<file path="src/hw/rtl/tnmt_pkg.sv">
`timescale 1ns / 1ps
`default_nettype none
// ----------------------------------------------------------------------------
// tnmt_pkg: shared types and constants of the tanh neuron trainer
// Widths, request and result codes, register indexes, the state encoding
// and the tanh table built at elaboration.
// ----------------------------------------------------------------------------
package tnmt_pkg;

  // data widths
  localparam int ValW     = 16;                      // Q3.12 values
  localparam int FracW    = 12;
  localparam int MaxInputs = 64;
  localparam int IdxW     = $clog2(MaxInputs);       // input store address
  localparam int SlotW    = $clog2(MaxInputs + 1);   // weight slot incl. bias
  localparam int CntW     = 7;                       // input_count register
  localparam int ReqW     = 2;
  localparam int OutW     = 14;
  localparam int AccW     = 40;
  localparam int CfgW     = 16;
  localparam int CfgIdxW  = 2;
  localparam int MulAW    = ValW + 1;
  localparam int MulPW    = MulAW + ValW;
  localparam int GainShift = 16;
  localparam int TabShift = 6;
  localparam int TabLen   = 513;
  localparam int TabIdxW  = $clog2(TabLen);
  localparam int TabW     = 13;

  localparam logic [SlotW-1:0]        BiasSlot = SlotW'(MaxInputs);
  localparam logic signed [ValW-1:0]  OneQ12   = ValW'(1 << FracW);

  // request codes
  typedef enum logic [ReqW-1:0] {
    REQ_SAMPLE = 2'd0,
    REQ_TRAIN  = 2'd1,
    REQ_LOAD   = 2'd2
  } req_e;

  // result codes
  typedef enum logic {
    RES_ACT   = 1'b0,
    RES_TRAIN = 1'b1
  } res_e;

  // configuration register indexes
  typedef enum logic [CfgIdxW-1:0] {
    CFG_INPUT_COUNT   = 2'd0,
    CFG_LEARN_RATE    = 2'd1,
    CFG_MOMENTUM_GAIN = 2'd2
  } cfg_idx_e;

  // sequencer states
  typedef enum logic [3:0] {
    ST_IDLE,
    ST_SMP_MUL,
    ST_SMP_ACC,
    ST_SMP_BIAS,
    ST_SMP_TAB,
    ST_SMP_OUT,
    ST_TRN_GAIN,
    ST_TRN_MX,
    ST_TRN_MD,
    ST_TRN_DLT,
    ST_TRN_WGT,
    ST_TRN_OUT
  } state_e;

  typedef logic [TabW-1:0] tanh_tab_t [TabLen];

  // saturate to the value width
  function automatic logic signed [ValW-1:0] sat_val(input logic signed [31:0] v);
    logic signed [31:0] hi;
    logic signed [31:0] lo;
    hi = 32'sd1 <<< (ValW - 1);
    hi = hi - 32'sd1;
    lo = -hi - 32'sd1;
    if (v > hi) begin
      return ValW'(hi);
    end else if (v < lo) begin
      return ValW'(lo);
    end
    return ValW'(v);
  endfunction

  // restoring division, elaboration use only; quotient below 2**qbits
  function automatic logic [63:0] udiv(input logic [127:0] num, input logic [63:0] den,
                                       input int qbits);
    logic [127:0] rem;
    logic [127:0] dsh;
    logic [63:0]  q;
    rem = num;
    q   = '0;
    for (int b = qbits - 1; b >= 0; b--) begin
      dsh = {64'b0, den} << b;
      if (rem >= dsh) begin
        rem  = rem - dsh;
        q[b] = 1'b1;
      end
    end
    return q;
  endfunction

  // entry k = round(4096 * tanh(k/64)) from t = exp(-k/32) in Q50
  function automatic tanh_tab_t build_tanh_tab();
    logic [63:0]  fx_one;
    logic [63:0]  r;
    logic [63:0]  term;
    logic [63:0]  t;
    logic [63:0]  q;
    logic [127:0] num;
    logic [127:0] den;
    logic [127:0] prod;
    tanh_tab_t    tab;
    fx_one = 64'd1 << 50;
    r      = fx_one;
    term   = fx_one;
    t      = fx_one;
    // exp(-1/32) by its series
    for (int n = 1; n <= 14; n++) begin
      term = udiv({64'b0, term >> 5}, 64'(n), 51);
      if ((n % 2) == 1) begin
        r = r - term;
      end else begin
        r = r + term;
      end
    end
    for (int k = 0; k < TabLen; k++) begin
      num    = {64'b0, fx_one - t} * 128'd4096;
      den    = {64'b0, fx_one + t};
      q      = udiv((num << 1) + den, den[62:0] << 1, TabW);
      tab[k] = q[TabW-1:0];
      prod   = {64'b0, t} * {64'b0, r};
      t      = prod[113:50];
    end
    return tab;
  endfunction

  localparam tanh_tab_t TanhTab = build_tanh_tab();

endpackage : tnmt_pkg
`default_nettype wire

</file>
<file path="src/hw/rtl/tnmt_mul.sv">
`timescale 1ns / 1ps
`default_nettype none
// ----------------------------------------------------------------------------
// tnmt_mul: shared signed multiplier
// One signed multiply per enabled cycle, product registered.
// ----------------------------------------------------------------------------
module tnmt_mul import tnmt_pkg::*; (
  input  wire logic                     clk_i,
  input  wire logic                     en_i,
  input  wire logic signed [MulAW-1:0]  a_i,
  input  wire logic signed [ValW-1:0]   b_i,
  output logic signed      [MulPW-1:0]  p_o
);

  logic signed [MulPW-1:0] p_q;
  logic signed [MulPW-1:0] a_ext;
  logic signed [MulPW-1:0] b_ext;

  assign a_ext = MulPW'(a_i);
  assign b_ext = MulPW'(b_i);

  // product register
  always_ff @(posedge clk_i) begin
    if (en_i) begin
      p_q <= a_ext * b_ext;
    end
  end

  assign p_o = p_q;

endmodule : tnmt_mul
`default_nettype wire

</file>
<file path="config.mk">
export PLATFORM = sky130hd
export DESIGN_NAME = tnmt_mul
export DESIGN_NICKNAME = d
export VERILOG_FILES = /design/src/hw/rtl/tnmt_pkg.sv /design/src/hw/rtl/tnmt_mul.sv
export SDC_FILE = /design/constraint.sdc
export NUM_CORES = 1
export LEC_CHECK = 0
export ABC_AREA = 1
export BUFFER_PORTS_ARGS = -buffer_cell sky130_fd_sc_hd__buf_2
export CORE_MARGIN = 2
export CORE_UTILIZATION = 55
export DETAILED_ROUTE_END_ITERATION = 8
export PLACE_DENSITY = 0.76
export SLEW_MARGIN = 25
export SYNTH_ARGS = -nofsm -noshare
export SYNTH_HDL_FRONTEND = slang
export SYNTH_SLANG_ARGS = --single-unit
</file>
<file path="constraint.sdc">
create_clock -name clk_i -period 5.2 [get_ports clk_i]
set_input_delay 0.52 -clock clk_i [delete_from_list [all_inputs] [get_ports clk_i]]
set_output_delay 0.52 -clock clk_i [all_outputs]
set_load 0.01 [all_outputs]
</file>
* After elaboration in Yosys (flattened, before gate mapping)
Index checks and enable logic that the tools add are counted.
** Operators by class
- Equality and inequality tests :: 0
- Order comparisons :: 0
- Mux-type cells :: 0
- Divide/modulo/power cells :: 0
- Reductions and logical operators :: 0
- Shift-type cells :: 0
- Bitwise operators :: 0
- $add $sub $neg :: 0
- Multiply operators :: 1
** Operator list (count)
- $mul 17x16->33 :: 1
** Word-level totals
- Output and inout port bits :: 33
- Input bits :: 35
- Bits in latches :: 0
- RAM bits :: 0
- ROM bits :: 0
- Memories kept :: 0
- Logic and storage cells :: 2
- Register bits :: 33

* Depth between registers and ports, before layout
Gate-level depths: netlist of the first run.
- Word-level depth :: 1
- Gate-level depth with buffers :: 27
- Mapped depth without buffers :: 25

* Least setup slack after synthesis of the first run
OpenSTA, ideal clock, no wires.
- Path kind :: input port to flip-flop
- From :: in b_i[5]
- To :: reg p_q[30], in the netlist p_o[30] (data pin)
- Data required time :: 4.948 ns
- Library setup time :: 0.252 ns
- Path slack :: -0.536 ns
- Arrival time :: 5.484 ns
- Stages :: 21
- Buffers on the path :: 2
- Path through :: clkbuf_1 -> clkbuf_1 -> nand2_1 -> fa_1 -> inv_1 -> fa_1 -> inv_1 -> fa_1 -> fa_1 -> fa_1 -> fa_1 -> inv_1 -> ha_1 -> a21oi_1 -> nor2_1 -> nor2_1 -> nand2_1 -> a21oi_1 -> nand2_1 -> nand2_1 -> nand2_1
** On the way
- Cells in the longest elaborated chain, start to end :: 1
** Ends and longest elaborated chain
- start, declared :: line tnmt_mul.sv:11 : input wire logic signed [ValW-1:0] b_i,
- $mul 17x16->33 :: line tnmt_mul.sv:25 : p_q <= a_ext * b_ext;
- end signal, assigned :: line tnmt_mul.sv:25
- end, declared :: line tnmt_mul.sv:15 : logic signed [MulPW-1:0] p_q;
Every way passes these cells.
A chain may end at the register's enable or synchronous reset.

* Worst setup path after layout of the first run
- From :: in b_i[15]
- To :: reg p_q[30], in the netlist p_o[30] (data pin)
Same word-level chain as after synthesis.

==> results.md, run 1 <==
* Die area at 0.0236 mm2
* CTS tree: done
* Delay of the slowest critical-path stage at 540 ps
* Final instance area at about 0.015 mm2
* Total GRT Usage at 0.268
* Nets at 2,133
* Wire length per cell at about 16 um
* Asr flop ratio synth at 0
* Area Growth Syn to Fin at 24.4%
* HPWL Detailed at 26,000 um
* Routed Antenna Nets at 0
* Critical Path Slowest Stage Cell: fa_1
* Post-Route Utilization at 0.700
* Status: complete, but fails checks
* Clock transition at the registers of the reported paths at roughly 60 ps
* # setup viols final at 3
* # port buffers at 67
* Via density at 5.05
* Deepest clock path buffer count at 2
* EDFF count, synth at 33
* # Max-Cap Violations at 0
* Synth unique cells at 26
* Placer Congestion at approximately 0.9
* Total grt overflow at 0
* CP bufs+invs at 7
* Num CTS Buffers at 5
* Critical path type: in2reg
* Final Cycle Share at 1.01
* Largest cells by area after synthesis: fa_1 (45%), inv_1 (15%), nand2_1 (13%)
* Die span in y at 154 um
* Root Buffer: clkbuf_16
* Fraction of layout cells with a size suffix above 1 at 0.247
* Worst EP arrival at ~5300 ps
* Post-Layout Cell Count at just over 2,000
* Largest net degree at the start of global routing at 34
* Post-route minimum period at ~5200 ps
* Commonest cells post-synth: inv_1 (504), nand2_1 (428), fa_1 (276)
* Share of the synthesized area in the top cell type at 0.448
* Min-delay worst type: in2reg
* Most common cell in the netlist: inv_1
* Slew HR at 0.477
* DP Cell Count at 1,993
* Antenna violations before repair at 0
* DP Area at 0.0141 mm2
* Worst EP required at 5240 ps
* #FFs+latches synth at 33
* Failing checks: setup timing
* RSZ-0062 raised after global routing: true
* Post-synthesis sequential area ratio at 0.0804
* Worst slew pin tran at 784 ps
* Endpoint class of the critical path: flop
* Row cnt at between 50 and 60
* Floorplan core area at 0.0219 mm2
* Synth Flop Type: edfxtp_1
* Setup crit start kind: input port
* Post-Synthesis Net Count at 1,961
* Synthesized instance count at 1,566
* Post-CTS Hold Buffers at 0
* Largest register FFs at 33
* First-pass DRT Iterations at 5
* Post-synth top area cell: fa_1
* Starting Density at 0.563
* WHS at 779 ps
* DRT iter0 DRCs at ~670
* Crit path max fanout at 8
* Die width at 154 um
* Critical path's most frequent cell: fa_1
* DRC Markers at 0
* Syn Std Cell Area at about 0.012 mm2
* Vias in the first global route at 10,800
* First-pass GRT wire length at just over 50,000 um
* Post-route setup slack at -32.2 ps
* Clock Sinks at 33
* Io pins at 68
* Syn_area_per_cell at 7.87 um2
* Top delay family on crit path: adder cells
* Syn. warnings at 0
* H-tree Lvls at 2
* Fmax at 191 MHz
* Number of diodes at 0
* Total wire length at between 30,000 and 40,000 um
* Fin. Hold Viols at 0
* Slew Limit Fails at 0
* Via count at 10,200
-- worst min-delay path, cell delays in order --
cell and delay [ps]:
buf_2 240, nand2_1 100, inv_1 40
-- area by class of cell --
| class | count | area [um2] |
|---|---|---|
| clock buffers | 6 | 129 |
| clock inverters | 2 | 10.0 |
| fillers | 1680 | 6570 |
| inverters | 506 | 1900 |
| multi-input cells | 967 | 10000 |
| flip-flops and latches | 33 | 991 |
| well taps | 280 | 350 |
| repair buffers | 225 | 1900 |
-- cell families after synthesis --
| logic type | count (synthesis) | share of synthesized area |
|---|---|---|
| AOI/OAI and AO/OA | 43 | 0.0189 |
| xor gates and xnor gates | 18 | 0.0128 |
| adders and majority gates | 360 | 0.534 |
| buffers and inverters | 566 | 0.172 |
| DFF | 33 | 0.0804 |
| and+or+nand+nor | 546 | 0.182 |
-- worst paths after layout --
path | start | endpoint | depth (start not counted)
max | b_i[15] | p_o[30] | 25
min | b_i[0] | p_o[0] | 3
-- routing by layer --
layer | track usage | vias up | share of wire
li1 | - | 4723 | -
met1 | 0.322 | 5074 | 0.38
met2 | 0.509 | 322 | 0.55
met3 | 0.0211 | 78 | 0.045
met4 | 0.0830 | 0 | 0.030
met5 | 0 | - | 0
-- cells in the final DEF (no fill, tap or decap), types with 5 or more instances in the layout --
cell type / n
a21oi_2: 19
fa_1: 264
edfxtp_1: 33
nand2_2: 36
nand2_4: 18
inv_1: 470
o21ai_1: 5
nand4_1: 14
ha_1: 63
nor2_4: 16
buf_4: 141
buf_2: 38
buf_8: 6
buf_6: 26
nor2_2: 9
fa_2: 12
nand3_2: 7
xor2_1: 15
inv_2: 35
clkbuf_16: 7
nand3_1: 23
buf_12: 9
ha_4: 21
a21oi_1: 7
nand2_1: 379
nor2_1: 26
-- repair_timing --
action | in CTS | in global routing
setup buffers | 1 | 15
gates cloned | 0 | 2
setup endpoints to repair | 19 | 21
gates resized for setup | 63 | 193
pin swaps | 23 | 86
endpoints found under the hold margin | 0 | 0
-- per-stage QoR --
step | setup TNS [ps] | setup slack, ps
after floorplan | -291 | -110
after global placement | -7020 | -410
after detailed placement | -8670 | -541
after CTS | 0 | 1.39
after global routing | -2160 | -182
final | -48.3 | -32.2
Power of run 1 is left out: the tool's default activity adds up to more than one toggle a clock period on the data nets, which glitch-free logic cannot reach.
==> run 2, diff against run 1 <==
- CORE_UTILIZATION: 55 -> 40
- PLACE_DENSITY: 0.76 -> not set
==> run 2 against run 1 <==
  * The flow now finishes without violations
  * Cell area is 3.8% higher
  * Sequential cell count stayed put
  * Hold slack better by 55 ps
  * Sequential share of layout area is 0.24 points lower
  * Die area is 36% higher
  * Via count is 2.5% lower
  * Critical path type unchanged
==> results.md, run 2 (synthesis results as in run 1) <==
* Hold path start: a_i[0]
* # port buffers at 67
* # Max-Cap Violations at 0
* Floorplan core area at just over 0.03 mm2
* Routed Antenna Nets at 0
* DRT iter0 DRCs at 343
* Wire length per cell at 14.4 um
* Most common cell after layout, fill and taps aside: inv_1
* Fraction of layout cells with a size suffix above 1 at 0.277
* Number of diodes at 0
* Io pins at 68
* # setup viols final at 0
* Via count at 9,938
* Status: finished, final reports clean
* DRC Markers at 0
* Area Growth Syn to Fin at 29.1%
* Worst slew pin tran at slightly below 800 ps
* Fin. Hold Viols at 0
* H-tree Lvls at 2
* WHS Endpoint: p_o[0]
* Die span in y at 180 um
* First-pass DRT Iterations at 5
* Clock Sinks at 33
* Delay of the slowest critical-path stage at 620 ps
* Top delay family on crit path: adder cells
* Nets at 2,145
* Fmax at 194 MHz
* Endpoint class of the critical path: flop
* WHS at between 800 and 900 ps
* Total wire length at about 30,000 um
* Most frequent cells in the layout: inv_1 (460), nand2_1 (367), fa_1 (256)
* Post-CTS Hold Buffers at 0
* Slew HR at 0.469
* CP bufs+invs at 7
* Die width at 180 um
* Via density at 4.63
* Row cnt at 64
* Critical path's most frequent cell: fa_1
* Root Buffer: clkbuf_16
* Critical path type: in2reg
* Worst EP arrival at ~5200 ps
* First-pass GRT wire length at ~52,000 um
* Crit path max fanout at 7
* Vias in the first global route at around 11,000
* Clock transition at the registers of the reported paths at 60 ps
* Worst-path cell chain: buf_12 -> buf_12 -> buf_6 -> nand2_2 -> inv_2 -> fa_1 -> fa_1 -> fa_1 -> fa_2 -> fa_1 -> inv_1 -> fa_1 -> inv_2 -> ha_4 -> nand2_4 -> nor2_4 -> inv_2 -> nor2_4 -> nand4_1 -> nand4_1 -> nand2_1
* Hold path cells at 4
* HPWL Detailed at about 26,000 um
* Starting Density at 0.405
* Final Cycle Share at 0.992
* Worst EP required at 5240 ps
* Min-delay worst type: in2reg
* Num CTS Buffers at 5
* CTS tree: done
* Slew Limit Fails at 0
* Setup crit start kind: input port
* Total grt overflow at 0
* Die area at between 0.03 and 0.04 mm2
* Largest register FFs at 33
* Sum Neg Setup Slack at 0 ps
* Critical Path Slowest Stage Cell: fa_1
* Post-route minimum period at 5160 ps
* Antenna violations before repair at 0
* RSZ-0062 raised after global routing: true
* Largest net degree at the start of global routing at 34
* Total GRT Usage at 0.198
* Deepest clock path buffer count at 2
* Placer Congestion at about 0.90
run 2: timing repair:
| action | in CTS | in global routing |
|---|---|---|
| gates resized for setup | 68 | 257 |
| setup buffers | 5 | 21 |
| pin swaps | 25 | 126 |
| endpoints found under the setup margin | 20 | 21 |
| cloned | 0 | 4 |
run 2: per-layer routing:
metal  global-route usage  routed length, um  up-vias
li1                     -                  -     4760
met1                0.241              13000     4967
met2                0.377              16400      167
met3               0.0170                845       44
met4               0.0436                690        0
met5                    0                  0        -
run 2: layout make-up:
class	count	area, um2
clock buffer	6	129
clock inverter	2	10.0
fill	2920	14500
inverter	506	1910
multi-input combinational	967	10200
sequential	33	991
tap	396	495
timing repair buffer	237	2140
run 2: worst max-delay path by stage:
| stage | startpoint | endpoint | slack [ps] | cells past startpoint |
|---|---|---|---|---|
| floorplan | b_i[9] | p_o[31] | -110 | 21 |
| global placement | a_i[16] | p_o[31] | -500 | 20 |
| detailed placement | a_i[16] | p_o[29] | -530 | 19 |
| CTS | b_i[7] | p_o[29] | -9 | 22 |
| global route | a_i[6] | p_o[31] | -170 | 22 |
| finish | a_i[6] | p_o[23] | 40 | 21 |
run 2: metrics by stage:
step	instance area, um2	setup slack, ps	instances	utilization
global placement	14300	-502	2109	0.470
global route	15900	-165	2147	0.523
finish	15900	40.8	2147	0.523
CTS	14700	-9.05	2122	0.484
floorplan	12800	-110	1566	-
detailed placement	14300	-526	2109	0.470
run 2: worst min-delay path: stages:
cell and delay [ps]:
buf_2 120, buf_4 240, nand2_1 80, inv_1 50
Power of run 2 is left out for the same reason.
==> run 3, diff against run 2 <==
- BUFFER_PORTS_ARGS: -buffer_cell sky130_fd_sc_hd__buf_2 -> not set
- DONT_BUFFER_PORTS: not set -> 1
==> run 3 against run 2 <==
  * Non-clock buffer count down 163
  * Maximum frequency rose by 0.88%
  * Via count is 7.1% lower
  * Cell area down 14%
  * Hold slack got worse by 480 ps
  * Wire length fell by 7.1%
  * Critical path type unchanged
==> results.md, run 3 (synthesis results as in run 1) <==
* Post-Layout Cell Count at between 1,500 and 2,000
* Fmax at 196 MHz
* # Max-Cap Violations at 0
* DP Cell Count at 1,969
* Num CTS Buffers at 5
* Setup crit start kind: input port
* Vias in the first global route at 10,300
* Clock transition at the registers of the reported paths at 50 ps
* Wire length per cell at 14.5 um
* Floorplan core area at 0.0304 mm2
* RSZ-0062 raised after global routing: true
* Via count at 9,230
* Final instance area at 0.0137 mm2
* Largest register FFs at 33
* Die area at 0.0322 mm2
* Routed Antenna Nets at 0
* Endpoint class of the critical path: flop
* # setup viols final at 0
* Deepest clock path buffer count at 2
* Worst EP arrival at 5150 ps
* Total wire length at 28,700 um
* Total grt overflow at 0
* CTS tree: done
* First-pass DRT Iterations at 5
* Row cnt at 64
* Clock Sinks at 33
* DRC Markers at 0
* Min-delay worst type: in2reg
* DRT iter0 DRCs at 463
* Crit path max fanout at 17
* Post-route minimum period at 5110 ps
* Worst EP required at 5240 ps
* # port buffers at 0
* Starting Density at 0.405
* Nets at 1,982
* Via density at approximately 4.7
* Antenna violations before repair at 0
* Final Cycle Share at 0.983
* Slew Limit Fails at 0
* Worst slew pin tran at slightly below 500 ps
* Total GRT Usage at 0.192
* H-tree Lvls at 2
* Placer Congestion at 0.896
* First-pass GRT wire length at roughly 50,000 um
* Status: finished, final reports clean
* HPWL Detailed at 24,900 um
* Most frequent cells in the layout: inv_1 (495), nand2_1 (405), fa_1 (270)
* Root Buffer: clkbuf_16
* Die width at 180 um
* Fin. Hold Viols at 0
* Critical path type: in2reg
* DP Area at 0.0134 mm2
* Fraction of layout cells with a size suffix above 1 at 0.124
* Most common cell after layout, fill and taps aside: inv_1
* Post-CTS Hold Buffers at 0
* Io pins at approximately 70
* Largest net degree at the start of global routing at 34
* Slew HR at 0.678
* Number of diodes at 0
* Die span in y at 180 um
* Area Growth Syn to Fin at 11.3%
run 3: changes by cell type in the layout (fill, tap and decap cells not counted), moves of 16 or more:
cell	change
inv_2	-31
buf_6	-22
inv_1	+35
buf_12	-16
buf_4	-74
nand2_2	-18
buf_2	-37
nand2_4	-18
nand2_1	+38
run 3: worst paths after layout:
kind  slack (ps)       to  startpoint  cells after the start
max           90  p_o[31]      b_i[3]                     20
min          350   p_o[7]        en_i                      0
run 3: cell type report:
class / count / area [um2]
Fill cell: 3024 / 16700
Multi-Input combinational cell: 967 / 9620
Inverter: 506 / 1900
Sequential cell: 33 / 991
Timing Repair Buffer: 74 / 572
Tap cell: 396 / 495
Clock buffer: 5 / 125
Clock inverter: 3 / 12.5
run 3: per-stage QoR:
stage | hold slack [ps] | setup TNS (ps) | setup WS, ps | util
2_1_floorplan | 632 | -291 | -110 | -
6_report | 353 | 0 | 85.9 | 0.451
3_3_place_gp | 635 | -2480 | -280 | 0.439
3_5_place_dp | 635 | -3170 | -262 | 0.439
4_1_cts | 344 | 0 | 14.8 | 0.444
5_1_grt | 339 | -800 | -121 | 0.451
run 3: timing repair:
item | 4_1_cts | 5_1_grt
endpoints found under the setup margin | 0 | 15
resized for setup | 0 | 49
hold endpoints to repair | 0 | 0
buffers inserted | 0 | 7
run 3: layer usage:
metal  wire length (um)  GRT usage  part of all wire  vias to the layer above
li1                   -          -                 -                     4417
met1              11700      0.236              0.41                     4623
met2              15500      0.368              0.54                      159
met3                960     0.0150             0.033                       31
met4                543     0.0361             0.019                        0
met5                  0          0                 0                        -
run 3: critical path: stages:
cell and delay [ps]:
nand2_1 40, inv_1 50, fa_2 650, fa_2 540
buf_4 190, fa_1 470, inv_1 50, fa_1 530
inv_1 50, fa_1 500, fa_1 420, ha_1 330
buf_4 160, nand2_2 110, o21a_1 160, nand2_1 70
a21oi_2 120, nand2_1 70, nand2_1 60, nand2_1 50
Power of run 3 is left out for the same reason.
